File: config.mk
export PLATFORM = sky130hd
export DESIGN_NAME = nnu_div
export DESIGN_NICKNAME = d
export VERILOG_FILES = /design/src/hw/rtl/nnu_pkg.sv /design/src/hw/rtl/nnu_div.sv
export SDC_FILE = /design/constraint.sdc
export NUM_CORES = 1
export LEC_CHECK = 0
export BUFFER_PORTS_ARGS = -buffer_cell sky130_fd_sc_hd__clkbuf_2
export CAP_MARGIN = 0
export CORE_MARGIN = 3
export CORE_UTILIZATION = 45
export DETAILED_ROUTE_END_ITERATION = 7
export PLACE_DENSITY = 0.72
export RECOVER_POWER = 100
export SYNTH_ARGS = -nofsm -noshare
export SYNTH_HDL_FRONTEND = slang
export SYNTH_SLANG_ARGS = --single-unit
File: constraint.sdc
create_clock -name clk -period 5.1 [get_ports clk]
set_input_delay 0.51 -clock clk [delete_from_list [all_inputs] [get_ports clk]]
set_output_delay 0.51 -clock clk [all_outputs]
set_load 0.03 [all_outputs]
File: src/hw/rtl/nnu_pkg.sv
// Shared types and constants for the nearest-neighbor upscaler.
package nnu_pkg;

	localparam int SCALE_W = 4;   // scale register width
	localparam int WIDTH_W = 11;  // width_pixels register width
	localparam int COL_W   = 14;  // output column and line length width
	localparam int REP_W   = 3;   // pixel repeat counter width
	localparam int RUN_W   = 7;   // outputs per input transaction, up to 64
	localparam int PIX_W   = 24;
	localparam int CFG_W   = 11;  // widest register

	localparam logic REG_SCALE = 1'b0;
	localparam logic REG_WIDTH = 1'b1;

	// Effective (clamped) configuration seen by the sequencer.
	typedef struct packed {
		logic [SCALE_W-1:0] scale;
		logic [WIDTH_W-1:0] width;
	} nnu_cfg_t;

endpackage

File: src/hw/rtl/nnu_div.sv
// Iterative restoring divider, one quotient bit per cycle.
module nnu_div import nnu_pkg::*; (
	input  logic               clk,
	input  logic               arst_n,
	input  logic               start,
	input  logic [COL_W-1:0]   dividend,
	input  logic [SCALE_W-1:0] divisor,
	output logic               done,
	output logic [COL_W-1:0]   quotient,
	output logic [SCALE_W-1:0] remainder
);

	localparam int CNT_W = $clog2(COL_W + 1);

	logic [COL_W-1:0]   quo_q;
	logic [SCALE_W-1:0] rem_q;
	logic [SCALE_W-1:0] div_q;
	logic [CNT_W-1:0]   cnt_q;
	logic               done_q;
	logic [SCALE_W:0]   trial;
	logic               ge;

	assign trial = {rem_q, quo_q[COL_W-1]};
	assign ge    = trial >= {1'b0, div_q};

	always_ff @(posedge clk or negedge arst_n) begin
		if (!arst_n) begin
			cnt_q  <= '0;
			done_q <= 1'b0;
		end else begin
			done_q <= 1'b0;
			if (start) begin
				cnt_q <= CNT_W'(COL_W);
			end else if (cnt_q != '0) begin
				cnt_q <= cnt_q - 1'b1;
				if (cnt_q == CNT_W'(1)) begin
					done_q <= 1'b1;
				end
			end
		end
	end

	always_ff @(posedge clk) begin
		if (start) begin
			quo_q <= dividend;
			rem_q <= '0;
			div_q <= divisor;
		end else if (cnt_q != '0) begin
			quo_q <= {quo_q[COL_W-2:0], ge};
			rem_q <= ge ? SCALE_W'(trial - {1'b0, div_q}) : SCALE_W'(trial);
		end
	end

	assign done      = done_q;
	assign quotient  = quo_q;
	assign remainder = rem_q;

endmodule

## Yosys cells after proc, flatten, opt, wreduce, memory -nomap -nowiden

Index checks and enable logic that the tools add are counted.

| word-level totals | value |
|---|---|
| flip-flop bits (word level) | 27 |
| bits of input ports | 21 |
| output and inout port bits | 19 |
| word-level logic and storage cells | 19 |

| operators by class | value |
|---|---|
| $add $sub $neg | 2 |
| magnitude comparators | 1 |
| equality and inequality tests | 1 |
| muxes and demuxes | 8 |
| reduce and logical (&&, ||, !) cells | 2 |

Operators by type and width:

| kind | count |
|---|---|
| $mux 14 | 2 |
| $mux 4 | 3 |
| $ge 5x4->1 | 1 |
| $eq 4x1->1 const B | 1 |
| $reduce_bool 4->1 | 1 |
| $sub 4x1->4 const B | 1 |
| $sub 4x4->4 | 1 |
| $mux 1 | 3 |
| $reduce_bool 2->1 | 1 |

## Logic depth before layout (Yosys ltp)

| logic depth | value |
|---|---|
| depth in word-level cells | 4 |
| depth in mapped cells | 7 |
| mapped depth without buffers | 7 |

## Worst setup path before layout

OpenSTA, ideal clock, no wires.

| timing | value |
|---|---|
| path type | flip-flop to flip-flop |
| start | register rem_q[0] (netlist: remainder[0]) |
| end | register quo_q[0] (netlist: quotient[0]), data pin |
| setup time | 0.260 ns |
| arrival | 1.707 ns |
| required time | 4.840 ns |
| path slack | 3.133 ns |
| cell stages (with the launch flop) | 6 |
| buffers on the path | 0 |
| period minus slack after synthesis | 1.967 ns |
| cell sequence | dfxtp_1 > ha_1 > nor2b_1 > o221a_4 > or2_4 > mux2_2 |

| between the ends | value |
|---|---|
| cells in the longest elaborated chain, start to end | 3 |

RTL lines:

| item | line | text |
|---|---|---|
| start: declaration | nnu_div.sv:16 | `logic [SCALE_W-1:0] rem_q;` |
| start signal: assignment | nnu_div.sv:50 | `rem_q <= ge ? SCALE_W'(trial - {1'b0, div_q}) : SCALE_W'(trial);` |
| $ge 5x4->1 | nnu_div.sv:24 | `assign ge = trial >= {1'b0, div_q};` |
| $mux 14 | nnu_div.sv:48 | `end else if (cnt_q != '0) begin` |
| $mux 14 | nnu_div.sv:44 | `if (start) begin` |
| end signal: assignment | nnu_div.sv:45 | `quo_q <= dividend;` |
| end signal: assignment | nnu_div.sv:49 | `quo_q <= {quo_q[COL_W-2:0], ge};` |
| end: declaration | nnu_div.sv:15 | `logic [COL_W-1:0] quo_q;` |

Every way passes these cells. The select of a mux whose other input is x is not followed.
A chain may end at the register's enable or synchronous reset.

## Worst setup path in the final report

| timing | value |
|---|---|
| start | register cnt_q[0] |
| end | register quo_q[11] (netlist: quotient[11]), enable pin |

| between the ends | value |
|---|---|
| cells in the longest elaborated chain, start to end | 2 |

RTL lines:

| item | line | text |
|---|---|---|
| start: declaration | nnu_div.sv:18 | `logic [CNT_W-1:0] cnt_q;` |
| start signal: assignment | nnu_div.sv:33 | `cnt_q <= CNT_W'(COL_W);` |
| start signal: assignment | nnu_div.sv:35 | `cnt_q <= cnt_q - 1'b1;` |
| $reduce_bool 4->1 | nnu_div.sv:48 |  |
| $reduce_bool 2->1 (no source line) | n/a |  |

Every way passes these cells.

==> reports/metrics.csv <==
stage,metric,value,unit
setup_path,r2r_cells,4,
cts,clk_root_buffer_cell,clkbuf_4,
floorplanning,dieWidth,60.3,um
global_route,groute.usage.overall,13.2,%
routing,drc,0,
finish,drive_gt1_share,26.8,%
power_and_ir_drop,netSwitchingFraction,37.0,%
sta,rsz0062_at_grt,false,
sta,fin_crit_sh,57.7,%
worst_hold_path,hold_path_class,primary input to flip-flop,
synth,synth_compound_area_share,8.58,%
finish,num_antenna_cells,0,
synth,synthAdderAreaFrac,7.17,%
setup_path,startpoint_type,flip-flop,
synth,syn-cell-area,1330,sq um
placed_design,post_dp_cell_area,1540,sq um
synth,synth-edff-count,18,
synth,yosysTopAreaCellShare,40.8,%
synth,yosys_warnings,0,
floorplanning,core-area,2780,sq um
power_and_ir_drop,vdd_drop_max,0.255,mV
job,max_cap_violations,0,
sta,worst_pin_slew,1.37,ns
finish,fillers,248,
synth,synth_most_common_cell,edfxtp_1,
synth,synth-seq-cells,27,
setup_path,end_kind,flip-flop,
cts,cts.sinks,27,
global_route,grt_max_degree,33,
cts,cts_inserted_buffers,3,
power_and_ir_drop,pwr-share-comb,36.4,%
routing,wirelength,2250,um
sta,max_slew_margin,8.58,%
cts,clock_latency,0.31,ns
synth,synthSimpleGateAreaFrac,10.7,%
sta,fmaxAchievable,0.340,GHz
floorplanning,dieArea,3630,sq um
placed_design,gp_congestion,0.763,
sta,slew_viol_final,0,
global_route,grt_pass1_vias,858,
power_and_ir_drop,p_per_area,398,nW/um^2
setup_path,reg2reg_from,cnt_q[0]$_DFFE_PN0P_,
floorplanning,rows,19,
synth,syn_inst,102,
synth,ys_seq_area_share,56.2,%
finish,final_core_util,55.6,%
floorplanning,fp.dieH,60.3,um
synth,avgSynthCellArea,13.0,sq um
setup_path,crit_required,5.00,ns
power_and_ir_drop,power.internal,0.000388,W
setup_path,crit_path_max_incr_delay,1.09,ns
finish,nNetsFinal,171,
routing,wl_per_cell,13.0,um
power_and_ir_drop,leakage,0.632,nW
global_route,antenna_found_initial,0,
setup_path,crit_slowest_cell,nor3b_1,
synth,muxShareOfSynthArea,11.9,%
routing,drt-pass1-iter-count,4,
synth,synth_cell_types,33,
sta,skew,0.00144,ns
synth,synth.area.top_cells,"edfxtp_1 41%, mux2_2 12%, dfrtp_1 9.4%, dfxtp_1 6.0%, ha_1 5.7%",
cts,tritoncts,done,
power_and_ir_drop,p_clk_share,14.8,%
setup_path,crit_fanout,15,
floorplanning,initial_utilization,47.7,%
setup_path,worstPathCellList,inv_1 -> ha_1 -> nor3b_1 -> nand2b_1,
cts,cts_setup_buffers,0,
setup_path,crit_arrival,2.85,ns
synth,synth_top_family_by_area,multiplexers,
sta,setup_ws,2.16,ns
synth,synth_fp_nets,130,
floorplanning,pin_count,40,
cts,cts_resized,0,
setup_path,timing.rr.end,quotient[11]$_DFFE_PP_,
power_and_ir_drop,p_sw,0.000228,W
worst_hold_path,hp-start,divisor[3],
placed_design,pre_cts_ws,2.76,ns
cts,htree_levels,1,
finish,fin_area,1550,sq um
sta,period_needed,2.94,ns
placed_design,place_hpwl,1710,um
placed_design,portBuffers,39,
finish,area.growth.synth_to_final,16.6,%
synth,synth_top_cell_by_area,edfxtp_1,
synth,synth_xor_area_share,1.32,%
global_route,grt_pass1_wl,3650,um
cts,path_clk_slew,0.14,ns
synth,ys_top_cells_by_count,"18 x edfxtp_1, 14 x mux2_2, 10 x inv_1",
routing,first_iter_violations,18,
cts,cts_max_path_buffers,2,
cts,cts_hold_buf,1,
worst_hold_path,holdPathStages,1,
setup_path,reg2reg_slack,2.16,ns
run_status,outcome,"complete, no violations",
global_route,gr-total-overflow,0,
worst_hold_path,holdPathEnd,div_q[3]$_DFFE_PP_,
sta,setup_violations,0,
routing,vias_per_cell,5.21,
synth,synth-async-reset-ratio,18.5,%
setup_path,worstSetupPathType,flip-flop to flip-flop,
routing,ant_nets,0,
sta,setup-tns-final,0,ns
sta,hold_viol_final,0,
routing,num_vias,902,
power_and_ir_drop,power_frac_seq,48.8,%
synth,synthFlopType,edfxtp_1,
[per-stage QoR]
stage          std cells  hold slack [ns]  total power [W]
6_report             173            0.355         0.000615
5_1_grt              173            0.335         0.000657
4_1_cts              173            0.345         0.000640
3_5_place_dp         168            0.336         0.000547
3_3_place_gp         168            0.330         0.000542
2_1_floorplan        102            0.214         0.000483
[how the worst max path moves through the flow]
stage / to / from / slack [ns] / cells after the start
2_1_floorplan: quotient[0]$_DFFE_PP_ / remainder[0]$_SDFFE_PP0N_ / 3.13 / 5
3_3_place_gp: quotient[4]$_DFFE_PP_ / cnt_q[0]$_DFFE_PN0P_ / 2.88 / 4
3_5_place_dp: quotient[5]$_DFFE_PP_ / cnt_q[0]$_DFFE_PN0P_ / 2.76 / 4
4_1_cts: quotient[1]$_DFFE_PP_ / cnt_q[0]$_DFFE_PN0P_ / 2.73 / 4
5_1_grt: remainder[3]$_SDFFE_PP0N_ / cnt_q[0]$_DFFE_PN0P_ / 1.84 / 5
6_report: quotient[11]$_DFFE_PP_ / cnt_q[0]$_DFFE_PN0P_ / 2.16 / 4
[power by group through the flow]
stage | Clock [W] | Combinational, W | Sequential, W
detailed placement | 0 | 0.000241 | 0.000306
CTS | 0.0000961 | 0.000242 | 0.000302
finish | 0.0000912 | 0.000224 | 0.000301
floorplan | 0 | 0.000122 | 0.000361
global route | 0.000102 | 0.000248 | 0.000307
global placement | 0 | 0.000238 | 0.000304
[cell families (layout without fill, tap and decap cells)]
group,Yosys count,after routing
xor+xnor,2,2
buf+inv,14,54
flops,27,27
compound gates,14,14
simple gates,24,24
mux,14,14
fa+ha+maj,7,7
[per-layer routing]
| layer | vias up | global-route usage [%] | wire (um) |
|---|---|---|---|
| li1 | 456 | - | - |
| met1 | 426 | 16.5 | 953 |
| met5 | - | 0 | 0 |
| met4 | 0 | 4.75 | 13 |
| met2 | 18 | 22.1 | 1170 |
| met3 | 2 | 3.02 | 111 |
[sequential cells by signal (all words and copies together), names as in the netlist]
| register | count |
|---|---|
| quotient | 14 |
| cnt_q | 4 |
| remainder | 4 |
| div_q | 4 |
| done | 1 |
[critical path: cells and delay by family (launching register included)]
kind,cells,cell delay [ns]
DFF,1,0.42
and+or+nand+nor,2,1.81
adders and majority gates,1,0.21
buffers and inverters,1,0.10
[cell type report]
type                       instances  area, sq um  share of cell area [%]
clock inverter                     1         5.00                   0.324
sequential                        27          746                    48.2
timing repair buffer              40          179                    11.6
multi-input combinational         61          518                    33.5
clock buffer                       3         22.5                    1.46
inverter                          10         37.5                    2.43
tap                               31         38.8                    2.51
[cell usage in the layout, fill, tap and decap left out, types with 2 or more instances in the layout]
master / count
clkbuf_1: 21
edfxtp_1: 18
clkbuf_2: 18
mux2_2: 14
inv_1: 10
ha_1: 6
dfrtp_1: 5
nor2_1: 4
dfxtp_1: 4
nand2_1: 3
nand3b_1: 3
nor3_1: 3
o21ai_0: 3
or3_1: 3
clkbuf_4: 3
nand2b_1: 2
a21oi_1: 2
a211o_1: 2
xnor2_1: 2
Power figures use the tool's default switching activity.
