--- config.mk ---
export PLATFORM = sky130hd
export DESIGN_NAME = nnu_ctrl
export DESIGN_NICKNAME = d
export VERILOG_FILES = /design/src/hw/rtl/nnu_pkg.sv /design/src/hw/rtl/nnu_ctrl.sv
export SDC_FILE = /design/constraint.sdc
export NUM_CORES = 1
export LEC_CHECK = 0
export BUFFER_PORTS_ARGS = -buffer_cell sky130_fd_sc_hd__buf_2
export CAP_MARGIN = 25
export CORE_UTILIZATION = 39
export CTS_CLUSTER_DIAMETER = 200
export CTS_CLUSTER_SIZE = 25
export DETAILED_ROUTE_END_ITERATION = 16
export GPL_TIMING_DRIVEN = 1
export PLACE_DENSITY = 0.66
export SYNTH_ARGS = -nofsm -noshare
export SYNTH_HDL_FRONTEND = slang
export SYNTH_SLANG_ARGS = --single-unit
export TNS_END_PERCENT = 10
--- constraint.sdc ---
create_clock -name clk -period 2.7 [get_ports clk]
set_input_delay 0.135 -clock clk [delete_from_list [all_inputs] [get_ports clk]]
set_output_delay 0.135 -clock clk [all_outputs]
set_load 0.005 [all_outputs]
--- src/hw/rtl/nnu_pkg.sv ---
// Shared types and constants for the nearest-neighbor upscaler.
package nnu_pkg;

	localparam int SCALE_W = 4;   // scale register width
	localparam int WIDTH_W = 11;  // width_pixels register width
	localparam int COL_W   = 14;  // output column and line length width
	localparam int REP_W   = 3;   // pixel repeat counter width
	localparam int RUN_W   = 7;   // outputs per input transaction, up to 64
	localparam int PIX_W   = 24;
	localparam int CFG_W   = 11;  // widest register

	localparam logic REG_SCALE = 1'b0;
	localparam logic REG_WIDTH = 1'b1;

	// Effective (clamped) configuration seen by the sequencer.
	typedef struct packed {
		logic [SCALE_W-1:0] scale;
		logic [WIDTH_W-1:0] width;
	} nnu_cfg_t;

endpackage

--- src/hw/rtl/nnu_ctrl.sv ---
// Sequencer: row bookkeeping, replay of the previous row and output flags.
module nnu_ctrl import nnu_pkg::*; #(
	parameter int AW = 10
) (
	input  logic             clk,
	input  logic             arst_n,
	input  nnu_cfg_t         cfg,
	input  logic             in_valid,
	output logic             in_stall,
	input  logic             kind,
	output logic             mem_we,
	output logic [AW:0]      mem_waddr,
	output logic             mem_re,
	output logic [AW:0]      mem_raddr,
	output logic             div_start,
	output logic [COL_W-1:0] div_dividend,
	input  logic             div_done,
	input  logic [COL_W-1:0] div_quotient,
	input  logic [SCALE_W-1:0] div_remainder,
	output logic             out_valid,
	input  logic             out_stall,
	output logic             line_end,
	output logic [1:0]       pad_bytes,
	output logic             last
);

	typedef enum logic [1:0] {ST_IDLE, ST_DIV, ST_EMIT, ST_FIN} state_t;

	state_t             state_q;
	logic               wbank_q;
	logic               prev_valid_q;
	logic               row_pix_q;
	logic [WIDTH_W-1:0] in_col_q;
	logic [COL_W-1:0]   out_col_q;
	logic [COL_W-1:0]   src_q;
	logic [REP_W-1:0]   rep_q;
	logic [RUN_W-1:0]   cnt_q;
	logic               out_valid_q;
	logic               line_end_q;
	logic [1:0]         pad_q;
	logic               last_q;

	logic               accept;
	logic               issue;
	logic [COL_W-1:0]   line_len;
	logic [COL_W-1:0]   width_ext;
	logic [COL_W-1:0]   src_sat;
	logic [RUN_W-1:0]   run_len;
	logic               endl;
	logic               run_last;

	assign accept    = in_valid && (state_q == ST_IDLE);
	assign in_stall  = (state_q != ST_IDLE);
	assign issue     = (state_q == ST_EMIT) && (!out_valid_q || !out_stall);

	assign width_ext = COL_W'(cfg.width);
	assign line_len  = width_ext * COL_W'(cfg.scale);
	assign run_len   = RUN_W'(cfg.scale) * RUN_W'(cfg.scale);
	assign endl      = out_col_q >= (line_len - 1'b1);
	assign run_last  = cnt_q == (run_len - 1'b1);
	// A replayed column past the row end sticks at the last pixel.
	assign src_sat   = (src_q >= width_ext) ? (width_ext - 1'b1) : src_q;

	assign mem_we       = accept && !kind;
	assign mem_waddr    = {wbank_q, AW'(in_col_q)};
	assign mem_re       = issue;
	assign mem_raddr    = {~wbank_q, AW'(src_sat)};
	assign div_start    = accept && prev_valid_q;
	assign div_dividend = out_col_q;

	always_ff @(posedge clk or negedge arst_n) begin
		if (!arst_n) begin
			state_q      <= ST_IDLE;
			wbank_q      <= 1'b0;
			prev_valid_q <= 1'b0;
			row_pix_q    <= 1'b0;
			in_col_q     <= '0;
			out_col_q    <= '0;
			src_q        <= '0;
			rep_q        <= '0;
			cnt_q        <= '0;
			out_valid_q  <= 1'b0;
			line_end_q   <= 1'b0;
			pad_q        <= '0;
			last_q       <= 1'b0;
		end else begin
			if (issue) begin
				out_valid_q <= 1'b1;
				line_end_q  <= endl;
				pad_q       <= endl ? line_len[1:0] : 2'b00;
				last_q      <= run_last;
			end else if (!out_stall) begin
				out_valid_q <= 1'b0;
			end

			unique case (state_q)
				ST_IDLE: begin
					if (accept) begin
						if (!kind) begin
							row_pix_q <= 1'b1;
						end
						state_q <= prev_valid_q ? ST_DIV : ST_FIN;
					end
				end
				ST_DIV: begin
					// Split the output column into source pixel and repeat phase.
					if (div_done) begin
						src_q   <= div_quotient;
						rep_q   <= REP_W'(div_remainder);
						cnt_q   <= '0;
						state_q <= ST_EMIT;
					end
				end
				ST_EMIT: begin
					if (issue) begin
						cnt_q <= cnt_q + 1'b1;
						if (endl) begin
							out_col_q <= '0;
							src_q     <= '0;
							rep_q     <= '0;
						end else begin
							out_col_q <= out_col_q + 1'b1;
							if (rep_q >= REP_W'(cfg.scale - 1'b1)) begin
								rep_q <= '0;
								src_q <= src_q + 1'b1;
							end else begin
								rep_q <= rep_q + 1'b1;
							end
						end
						if (run_last) begin
							state_q <= ST_FIN;
						end
					end
				end
				ST_FIN: begin
					if (in_col_q >= cfg.width - 1'b1) begin
						wbank_q      <= ~wbank_q;
						prev_valid_q <= row_pix_q;
						row_pix_q    <= 1'b0;
						in_col_q     <= '0;
						out_col_q    <= '0;
					end else begin
						in_col_q <= in_col_q + 1'b1;
					end
					state_q <= ST_IDLE;
				end
				default: state_q <= ST_IDLE;
			endcase
		end
	end

	assign out_valid = out_valid_q;
	assign line_end  = line_end_q;
	assign pad_bytes = pad_q;
	assign last      = last_q;

endmodule

# Word level (Yosys, flattened, before mapping)
# Cells that the tools add are included.
# totals
reg_bits	59
out_inout_bits	45
wordCells	93
# op_classes
n_addsub	10
multipliers	2
magnitude_cmp	4
n_eq_ne	12
muxes	32
n_bitwise	1
reduce_logical	19
# op_table
cell	count
14-bit two-way mux	7
14-bit case mux with 2 select lines	2
14-bit by 1-bit adder with 14-bit output, second input constant	2
14-bit by 11-bit >= comparator with 1-bit output	1
14-bit >= comparator	1
11-bit by 4-bit multiplier with 14-bit output	1
7-bit two-way mux	2
2-bit != test, second input constant	7
7-bit case mux with 2 select lines	1
14-bit by 1-bit subtractor with 14-bit output, second input constant	1
2-bit two-way mux	6
3-bit two-way mux	4
4-bit AND reduction	3
11-bit by 1-bit adder with 11-bit output, second input constant	1
11-bit >= comparator	1
11-bit two-way mux	1
11-bit by 1-bit subtractor with 11-bit output, second input constant	1
10-bit two-way mux	1
10-bit by 1-bit subtractor with 10-bit output, second input constant	1
2-bit case mux with 4 select lines	1
2-bit nonzero test	4
7-bit by 1-bit adder with 7-bit output, second input constant	1
7-bit equality test	1
4-bit by 4-bit multiplier with 7-bit output	1
17 further kinds	28

# Longest topological paths before layout
# Gate-level depths: netlist (run 1).
# logic_depth
word_depth	6
mapped_depth	25

# Least setup slack after synthesis (run 1)
# OpenSTA, ideal clock, no wires.
# synth_path
path_type	input to register
from	input cfg[12] in the netlist's numbering
to	register src_q[1]
setup_ns	0.079
arrival_time_ns	5.180
required_ns	2.621
slack_ns	-2.560
path_stages	24
cell_sequence	clkbuf_1 -> inv_1 -> clkbuf_1 -> nor2_1 -> fa_1 -> fa_1 -> inv_1 -> fa_1 -> nand2b_1 -> a21oi_1 -> xor2_1 -> nor4_4 -> nand4_2 -> nor2_1 -> xnor2_1 -> ha_1 -> a21o_1 -> a21o_1 -> a21oi_1 -> o211a_1 -> a21boi_1 -> buf_2 -> o21ai_0 -> a2bb2oi_1
# synth_via
elab_chain_len	6
word_cells_on_any_way	10
cone_classes	add/sub (2); mul (1); order compare (2); eq/ne (1); mux (3); reduce/logical (1)
# synth_rtl
item	line	source
start, declared	nnu_ctrl.sv:7	input nnu_cfg_t cfg,
11-bit by 4-bit multiplier with 14-bit output	nnu_ctrl.sv:57	assign line_len = width_ext * COL_W'(cfg.scale);
14-bit by 1-bit subtractor with 14-bit output	nnu_ctrl.sv:59	assign endl = out_col_q >= (line_len - 1'b1);
14-bit >= comparator	nnu_ctrl.sv:59	
14-bit two-way mux	nnu_ctrl.sv:117	if (endl) begin
14-bit two-way mux	nnu_ctrl.sv:115	if (issue) begin
14-bit case mux with 2 select lines	nnu_ctrl.sv:96	unique case (state_q)
end signal, assigned	nnu_ctrl.sv:108	src_q <= div_quotient;
end signal, assigned	nnu_ctrl.sv:125	src_q <= src_q + 1'b1;
end, declared	nnu_ctrl.sv:35	logic [COL_W-1:0] src_q;
# Parallel ways exist; a longest one is shown, timed or not. The select of a mux whose other input is x is not followed.
# A chain may end at the register's enable or synchronous reset.

# Final worst setup path (run 1)
# layout_path
from	input cfg[1] in the netlist's numbering
to	register src_q[2]
# layout_via
elab_chain_len	6
word_cells_on_any_way	8
cone_classes	add/sub (1); mul (1); order compare (1); eq/ne (1); mux (3); reduce/logical (1)
# layout_rtl
item	line
11-bit by 4-bit multiplier with 14-bit output (*)	nnu_ctrl.sv:57
14-bit by 1-bit subtractor with 14-bit output (*)	nnu_ctrl.sv:59
14-bit >= comparator (*)	nnu_ctrl.sv:59
14-bit two-way mux	nnu_ctrl.sv:117
14-bit two-way mux	nnu_ctrl.sv:115
14-bit case mux with 2 select lines	nnu_ctrl.sv:96
# Every way passes the cells marked *; elsewhere a longest branch is shown, timed or not. The select of a mux whose other input is x is not followed.

==> results of run 1 <==
-- per-layer routing --
layer  vias up  share of wire, %  wire (µm)  track usage [%]
met1      3109                45       8640             29.8
met5         -                 0          0                0
met3        31               4.8        937             3.20
met2       189                48       9270             36.9
li1       3231                 -          -                -
met4         0               2.7        516             7.56
-- worst min path at each step --
stage,startpoint,end,slack [ps],cells past startpoint
2_1_floorplan,arst_n,cnt_q[0]$_DFFE_PN0P_,-160,0
3_3_place_gp,arst_n,div_dividend[3]$_DFFE_PN0P_,230,1
3_5_place_dp,arst_n,div_dividend[2]$_DFFE_PN0P_,250,1
4_1_cts,div_quotient[12],src_q[12]$_DFFE_PN0P_,30,3
5_1_grt,div_quotient[12],src_q[12]$_DFFE_PN0P_,40,3
6_report,div_quotient[12],src_q[12]$_DFFE_PN0P_,30,3
-- stage by stage --
step	TNS (ps)	power, mW
floorplan	-63760	4.56
global placement	-76140	6.08
detailed placement	-79420	6.19
CTS	-59050	7.83
global route	-73910	8.68
finish	-62590	8.07
-- power by group through the flow --
stage	Sequential (mW)	Combinational [mW]	Clock, mW
after floorplan	1.51	3.05	0
after global placement	1.56	4.51	0
after detailed placement	1.57	4.62	0
after CTS	1.56	4.97	1.30
after global routing	1.62	5.74	1.32
final	1.57	5.22	1.28
-- worst max-delay path, delay by kind of cell --
family                   cells  cell delay, ps
AO/OA/AOI/OAI                5            1110
AND/OR/NAND/NOR              7             900
XOR/XNOR                     1              90
adder cells (fa/ha/maj)      4            1540
buffers and inverters        8            1050
-- final cells by class --
type	instances	share of cell area, %
multi-input combinational	636	56.2
clock inverter	7	1.12
tap	216	3.00
timing repair buffer	225	17.5
sequential	59	16.4
clock buffer	9	2.50
timing repair inverter	1	0.0555
inverter	73	3.23
-- flip-flops by register name, summed over array words and instances (netlist names) --
name,count
prev_valid_q,1
wbank_q,1
last,1
src_q,14
state_q,2
rep_q,3
cnt_q,7
line_end,1
div_dividend,14
row_pix_q,1
in_col_q,11
out_valid,1
pad_bytes,2
-- kinds of logic (layout without fill, tap and decap cells) --
family | after synthesis | in the layout | synth area share [%]
flip-flops | 59 | 59 | 22.6
adder cells (fa/ha/maj) | 96 | 96 | 20.5
multiplexers | 17 | 17 | 2.64
buffers and inverters | 107 | 315 | 6.84
XOR/XNOR | 49 | 49 | 7.03
AND/OR/NAND/NOR | 288 | 288 | 22.1
AO/OA/AOI/OAI | 185 | 186 | 18.3
-- layout by cell type (no fill, tap or decap), types with 10 or more instances in the layout --
cell type                   Yosys  layout
sky130_fd_sc_hd__a21o_1        15      15
sky130_fd_sc_hd__a21oi_1       42      35
sky130_fd_sc_hd__and3_1        13      13
sky130_fd_sc_hd__buf_2          3      76
sky130_fd_sc_hd__buf_4         11     138
sky130_fd_sc_hd__clkbuf_16      0      10
sky130_fd_sc_hd__dfrtp_1       59      59
sky130_fd_sc_hd__fa_1          18      17
sky130_fd_sc_hd__ha_1          78      68
sky130_fd_sc_hd__inv_1         70      63
sky130_fd_sc_hd__mux2i_1       15      15
sky130_fd_sc_hd__nand2_1       72      72
sky130_fd_sc_hd__nand2b_1      12      11
sky130_fd_sc_hd__nand3_1       39      39
sky130_fd_sc_hd__nand4_1       12      12
sky130_fd_sc_hd__nor2_1        56      45
sky130_fd_sc_hd__nor2b_1       17      17
sky130_fd_sc_hd__nor3_1        25      21
sky130_fd_sc_hd__o21ai_0       51      40
sky130_fd_sc_hd__o21ai_1        8      14
sky130_fd_sc_hd__xnor2_1       31      31
sky130_fd_sc_hd__xor2_1        15      13
-- what timing repair did --
| action | 4_1_cts | 5_1_grt |
|---|---|---|
| gates cloned | 1 | 3 |
| setup buffers | 6 | 10 |
| setup endpoints to repair | 47 | 60 |
| endpoints found under the hold margin | 29 | 0 |
| resized for setup | 52 | 37 |
| pin swaps | 31 | 15 |
| hold buffers | 1 | 0 |
==> run summary, run 1 <==
The run finished, with violations left. The checks that failed: setup timing. The via count of the first global-routing pass is 6123.

The placed wire-length estimate after detailed placement came out at 14600 µm. The hold violation count in the final report is 0. The netlist area before placement is around 6500 µm². The highest clock rate came out at 0.218 GHz. The sink count of the clock tree is 59.

The critical path data required time came out at 2930 ps. The average size of a mapped cell is 8.16 µm². The worst min-delay path class is in -> reg. The cell with the largest stage delay on the worst path is sky130_fd_sc_hd__fa_1.

Counting flops and latches in the post-synthesis netlist gives 59. After detailed placement, the total cell area comes to 8140 µm². Summing all non-filler instances in the final layout gives an area of 9020 µm². The maximum root-to-sink buffer count came out at 2. Across the VDD grid, the largest voltage drop is 1.32 mV.

The number of non-filler instances in the completed layout came out at 1226. The count of max-cap constraint violations is 0. The synthesized netlist contains 71 unique library cells. The global placement routability congestion is 0.860. The chip height is 131 µm. The worst slack at placement came out at -2360 ps.

The initial core utilization came out at between 40% and 50%. The count of port buffers added during placement is between 80 and 90. The total internal power came out at between 4 and 5 mW.

In this run the static leakage power is 4.43 nW. The final setup violation count came out at 45. Ranked by total cell area, the synthesized netlist is headed by sky130_fd_sc_hd__dfrtp_1 (23%), sky130_fd_sc_hd__ha_1 (15%), sky130_fd_sc_hd__fa_1 (5.5%).

The number of buffers created by CTS came out at 9. For the pin with the worst max-slew slack, the measured transition is 768 ps. The commonest cells after synthesis are sky130_fd_sc_hd__ha_1 (78), sky130_fd_sc_hd__nand2_1 (72), sky130_fd_sc_hd__inv_1 (70).

The sequential power share came out at 19.5%. In this run the worst path has a maximum fanout of 7. The area growth from synthesis to layout is 38.0%. The total congestion overflow came out at 0.

The total power density per cell area came out at 895 nW/µm². The detailed-route wire length per cell is 15.8 µm. The die extent in x came out at approximately 130 µm. The worst register-to-register path ends at div_dividend[8]$_DFFE_PN0P_.

Hold is met by 34.7 ps. Once placement completed, the tool counted placed cells totaling approximately 1200. The antenna violation net count after detailed routing is 0. The number of DRC violations after detailed routing is 0.

The number of levels the H-tree was split into is 3. In this run the critical register-to-register path is launched from div_dividend[0]$_DFFE_PN0P_. The shortest clock period the worst path allows after layout is 4580 ps. Tracing the worst setup path back leads to its startpoint at cfg[1]. The count of pins over their slew limit came to 0.

In this run the biggest area consumer among cell types represents 22.6% of the synthesized area. The largest net degree at the start of global routing is 32. The critical path in this run is classified as in -> reg. In the synthesized netlist, the number of instances is 801. Cells fill 55.9% of the core in the end. The clock slew at the register clock pins of the worst setup and hold paths came out at 60 ps. The type of destination of the critical path is a flop. The first global-routing pass estimated 31100 µm of wire. The first-pass iteration count of the detailed router came out at 5. The number of nets in the layout came out at 1140. The number of antenna violations at the first check in global routing is 0. The area of the die is around 17000 µm². The area used by sequential logic in the layout came out at between 1000 and 1500 µm². The root buffer selected by CTS is sky130_fd_sc_hd__clkbuf_16. The biggest area contributor in the post-synthesis netlist is sky130_fd_sc_hd__dfrtp_1.

The clock reaches the later pin of the worst-skew pair after 350 ps. The fill cell total of the finished layout came out at 1480. The startpoint class of the critical path is an input port. For this design the total switching power over the nets is roughly 3.7 mW. TritonCTS built the clock tree. Setup repair after global routing could not meet its margin everywhere.

After detailed routing, the number of vias per cell comes to between 5 and 6. The count of boundary I/O pins came out at 84. The most used flip-flop cell after synthesis is sky130_fd_sc_hd__dfrtp_1. The total number of vias is around 6600. Among the stages of the critical path, the cell type that occurs most often is sky130_fd_sc_hd__buf_6. The combinational fraction of design power is 64.7%. The fraction of final layout cells sized beyond drive strength 1 came out at 32.6%. The switching portion of total power is 45.9%. For this run, the number of Yosys warnings is 0.

Counting flops with an async set or reset pin after synthesis yields a share of between 90% and 100%. The number of diodes came out at 0. The wire length after detailed routing is around 19000 µm.

The most common cell in the synthesized netlist is sky130_fd_sc_hd__ha_1. The detailed router finished its first iteration with 292 violations. Of the available clock period, the critical path in the final layout requires 170%. In this run the tightest slew margin relative to its limit is 48.8%. The final clock skew is 9.07 ps. Sequential elements use 22.6% of the synthesized area. The slack of the worst reg-to-reg path is 230 ps. The largest stage delay on the critical path is 540 ps. The placeable core region came out at 16100 µm². Across all setup checks in the final design, the least slack found is -1880 ps. The number of flops mapped to enable cells by yosys came out at 0. The area taken by multi-input logic gates is 5070 µm².

The clock share of power is 15.8%. The total global-route track usage is 22.4%. The number of nets in the synthesized netlist came out at 936. Following the worst setup path forward leads to its endpoint at src_q[2]$_DFFE_PN0P_.

The initialized floorplan defines 46 standard-cell rows. The worst endpoint data arrival time came out at 4810 ps. The count of cells along the worst register-to-register path came out at 11.
(Power assumes the default switching activity.)
==> run 2: changes to the inputs <==
--- a/config.mk
+++ b/config.mk
@@ -13,6 +13,7 @@
 export DETAILED_ROUTE_END_ITERATION = 16
 export GPL_TIMING_DRIVEN = 1
 export PLACE_DENSITY = 0.66
+export RECOVER_POWER = 100
 export SYNTH_ARGS = -nofsm -noshare
 export SYNTH_HDL_FRONTEND = slang
 export SYNTH_SLANG_ARGS = --single-unit
==> run 2 against run 1 <==
  * Hold slack improved by 1.6 ps
  * Sequential cell count unchanged
  * Count of clock-buffer cells in the layout unchanged
  * Critical path type unchanged
  * Clock power barely moved
  * Register-to-register slack worse by 190 ps
  * Design area shrank 0.39%
  * Global-route usage did not move
  * Wire length grew 0.42%
  * Critical endpoint unchanged
  * The flow finishes with violations (capacitance limit, slew limit, setup timing)
  * Highest routed layer unchanged
  * Non-clock buffer count did not move
  * Core utilization decreased by 0.22 points
==> run summary, run 2 (same netlist as run 1, synthesis figures left out) <==
The most common cell type on the critical path is sky130_fd_sc_hd__buf_6. The area added between synthesis and finish is 37.5%. TritonCTS built the clock tree. The fill cell total of the finished layout is 1490 (+0.68%). The largest net degree at the start of global routing is 32 (unchanged). The first-pass GRT wire length came to 31100 µm (unchanged). The count of pins over their slew limit came out at 32 (+32).

The cell area after layout was 8980 µm² (-0.39%). The total global-route track usage is 22.4% (unchanged). The violation count after the first detailed-route iteration is 291 (-0.34%).

The most common cell after layout, fill and taps aside is sky130_fd_sc_hd__buf_4. The final setup violation count is 45 (unchanged). The worst hold path belongs to the class in -> reg. The number of diodes came out at 0 (unchanged). The total congestion overflow came out at 0 (unchanged). The path with the worst hold slack has its endpoint at src_q[12]$_DFFE_PN0P_.

The number of nets in the layout came out at 1140 (unchanged). The slack of the worst reg-to-reg path is 40 ps (-190 ps). The hold violation count in the final report came to 0 (unchanged). The largest stage delay on the critical path came out at 540 ps (about the same). The slew at the pin with the worst max-slew slack was 1830 ps (+1060 ps). The slowest stage of the critical path belongs to the cell sky130_fd_sc_hd__fa_1.

The count of max-cap constraint violations is 1 (+1). The worst-case headroom to the max-slew limit came to -22.0% (-71 points). The startpoint identified for the worst hold timing path is div_quotient[12].

The die extent in x is 131 µm (unchanged). The global placement routability congestion is 0.860 (unchanged). The chip height was 131 µm (unchanged). Setup repair after global routing could not meet its margin everywhere. The number of DRC violations after detailed routing was 0 (unchanged).

The number of placed instances, taps included was 1190 (unchanged). The sink count of the clock tree was 59 (unchanged). The count of port buffers added during placement is 82 (unchanged). The number of non-filler instances in the completed layout is 1226 (unchanged). The antenna violation net count after detailed routing came out at 0 (unchanged). The critical path is of the in -> reg type.

The minimum setup slack in the final design is -1890 ps (-11.8 ps). The instance area at placement came out at 8140 µm² (unchanged). The via count of the first global-routing pass came out at 6123 (unchanged).

The shortest clock period the worst path allows after layout was 4590 ps (+11.8 ps). The top cell types in the final layout, fill and taps aside, are sky130_fd_sc_hd__buf_4 (131), sky130_fd_sc_hd__nand2_1 (72), sky130_fd_sc_hd__ha_1 (68), sky130_fd_sc_hd__buf_2 (67), sky130_fd_sc_hd__inv_1 (63). The number of antenna violations at the first check in global routing is 0 (unchanged).

STA classifies the critical path endpoint as a flop. The final reports fail on capacitance limit, slew limit, setup timing. The static power due to leakage came out at 4.38 nW (-1.2%).

The count of boundary I/O pins was 84 (unchanged). The final clock skew came out at 7.80 ps (-1.27 ps). The period utilization came out at 170% (+0.44 points). The maximum root-to-sink buffer count came out at 2 (unchanged). The reg-to-reg critical path endpoint is src_q[10]$_DFFE_PN0P_. The clock insertion delay at the later pin of the skew report came out at 350 ps (about the same). The number of placement rows is 46 (unchanged).

The placed wire-length estimate after detailed placement came to 14600 µm (unchanged). The number of instances on the worst hold path is 3 (unchanged). The initial core utilization came out at 40.5% (unchanged).

The largest driver fanout on the critical path came out at 7 (unchanged). The run finished, with violations left. The worst endpoint data arrival time is 4820 ps (about the same). The wire length after detailed routing came to 19400 µm (+0.42%).

The detailed-route wire length per cell came to 15.9 µm (+0.42%). The cell sitting at the root of the clock tree is a sky130_fd_sc_hd__clkbuf_16. The placeable core region is 16100 µm² (unchanged). The critical path data required time came to 2930 ps (about the same). The average via count per standard cell was 5.33 (-0.37%).

The clock slew at the register clock pins of the worst setup and hold paths came out at 60 ps (about the same). STA classifies the critical path startpoint as an input port. The area of the die came to 17300 µm² (unchanged). The total power density per cell area came to 894 nW/µm² (about the same).

The first-pass iteration count of the detailed router is 5 (unchanged). The area used by sequential logic in the layout is 1480 µm² (unchanged). The worst IR drop on VDD was 1.33 mV (+1.1%). The count of cells along the worst register-to-register path was 9 (-2). The number of levels the H-tree was split into is 3 (unchanged).

The number of buffers created by CTS came out at 9 (unchanged). The total number of vias came to 6536 (-0.37%). The worst register-to-register path begins at state_q[0]$_DFFE_PN0P_. The fraction of final layout cells sized beyond drive strength 1 came to 31.2% (-1.4 points).

The highest clock rate came out at 0.218 GHz (-0.26%). The area taken by multi-input logic gates is 5070 µm² (unchanged).
[run 2: worst max-delay path by stage]
stage | startpoint | to | slack (ps)
after floorplan | cfg[12] | rep_q[2]$_DFFE_PN0P_ | -2000
after global placement | cfg[14] | src_q[1]$_DFFE_PN0P_ | -2210
after detailed placement | cfg[14] | src_q[1]$_DFFE_PN0P_ | -2360
after CTS | cfg[14] | src_q[11]$_DFFE_PN0P_ | -1820
after global routing | cfg[1] | src_q[2]$_DFFE_PN0P_ | -2140
final | cfg[1] | src_q[2]$_DFFE_PN0P_ | -1890
[run 2: cell type report]
class	count	area share [%]
Multi-Input combinational cell	636	56.4
Timing Repair Buffer	225	17.2
Sequential cell	59	16.4
Inverter	73	3.25
Tap cell	216	3.01
Clock buffer	9	2.51
Clock inverter	7	1.13
Timing Repair inverter	1	0.0557
[run 2: timing repair]
item / CTS / global route
hold buffers: 1 / 0
setup buffers: 6 / 10
setup endpoints to repair: 47 / 60
resized for setup: 52 / 37
gates cloned: 1 / 3
pin swaps: 31 / 15
endpoints found under the hold margin: 29 / 0
[run 2: where the power goes]
| group | internal, mW | total [mW] | switching, mW | leakage [nW] |
|---|---|---|---|---|
| logic | 2.30 | 5.19 | 2.88 | 3.48 |
| clock network | 0.813 | 1.28 | 0.462 | 0.152 |
| registers | 1.20 | 1.57 | 0.371 | 0.741 |
[run 2: worst max-delay path, delay by kind of cell]
kind | cells | cell delay, ps
xor gates and xnor gates | 1 | 90
buffers and inverters | 8 | 1050
and+or+nand+nor | 7 | 900
adders and majority gates | 4 | 1540
AOI/OAI and AO/OA | 5 | 1110
[run 2: per-stage QoR]
step | worst slack (ps) | TNS (ps) | total power, mW | hold WS [ps] | util [%]
global placement | -2210 | -76140 | 6.08 | 232 | 50.5
floorplan | -2000 | -63760 | 4.56 | -161 | -
detailed placement | -2360 | -79420 | 6.19 | 247 | 50.5
finish | -1890 | -62830 | 8.03 | 36.4 | 55.7
global route | -2140 | -74100 | 8.63 | 41.3 | 55.7
CTS | -1820 | -59050 | 7.83 | 27.5 | 54.5
[run 2: layer usage]
metal / up-vias / part of all wire (%) / global-route usage (%)
met1: 3081 / 44 / 29.8
met2: 195 / 48 / 36.9
li1: 3231 / - / -
met4: 0 / 2.6 / 7.56
met3: 29 / 5.1 / 3.20
met5: - / 0 / 0
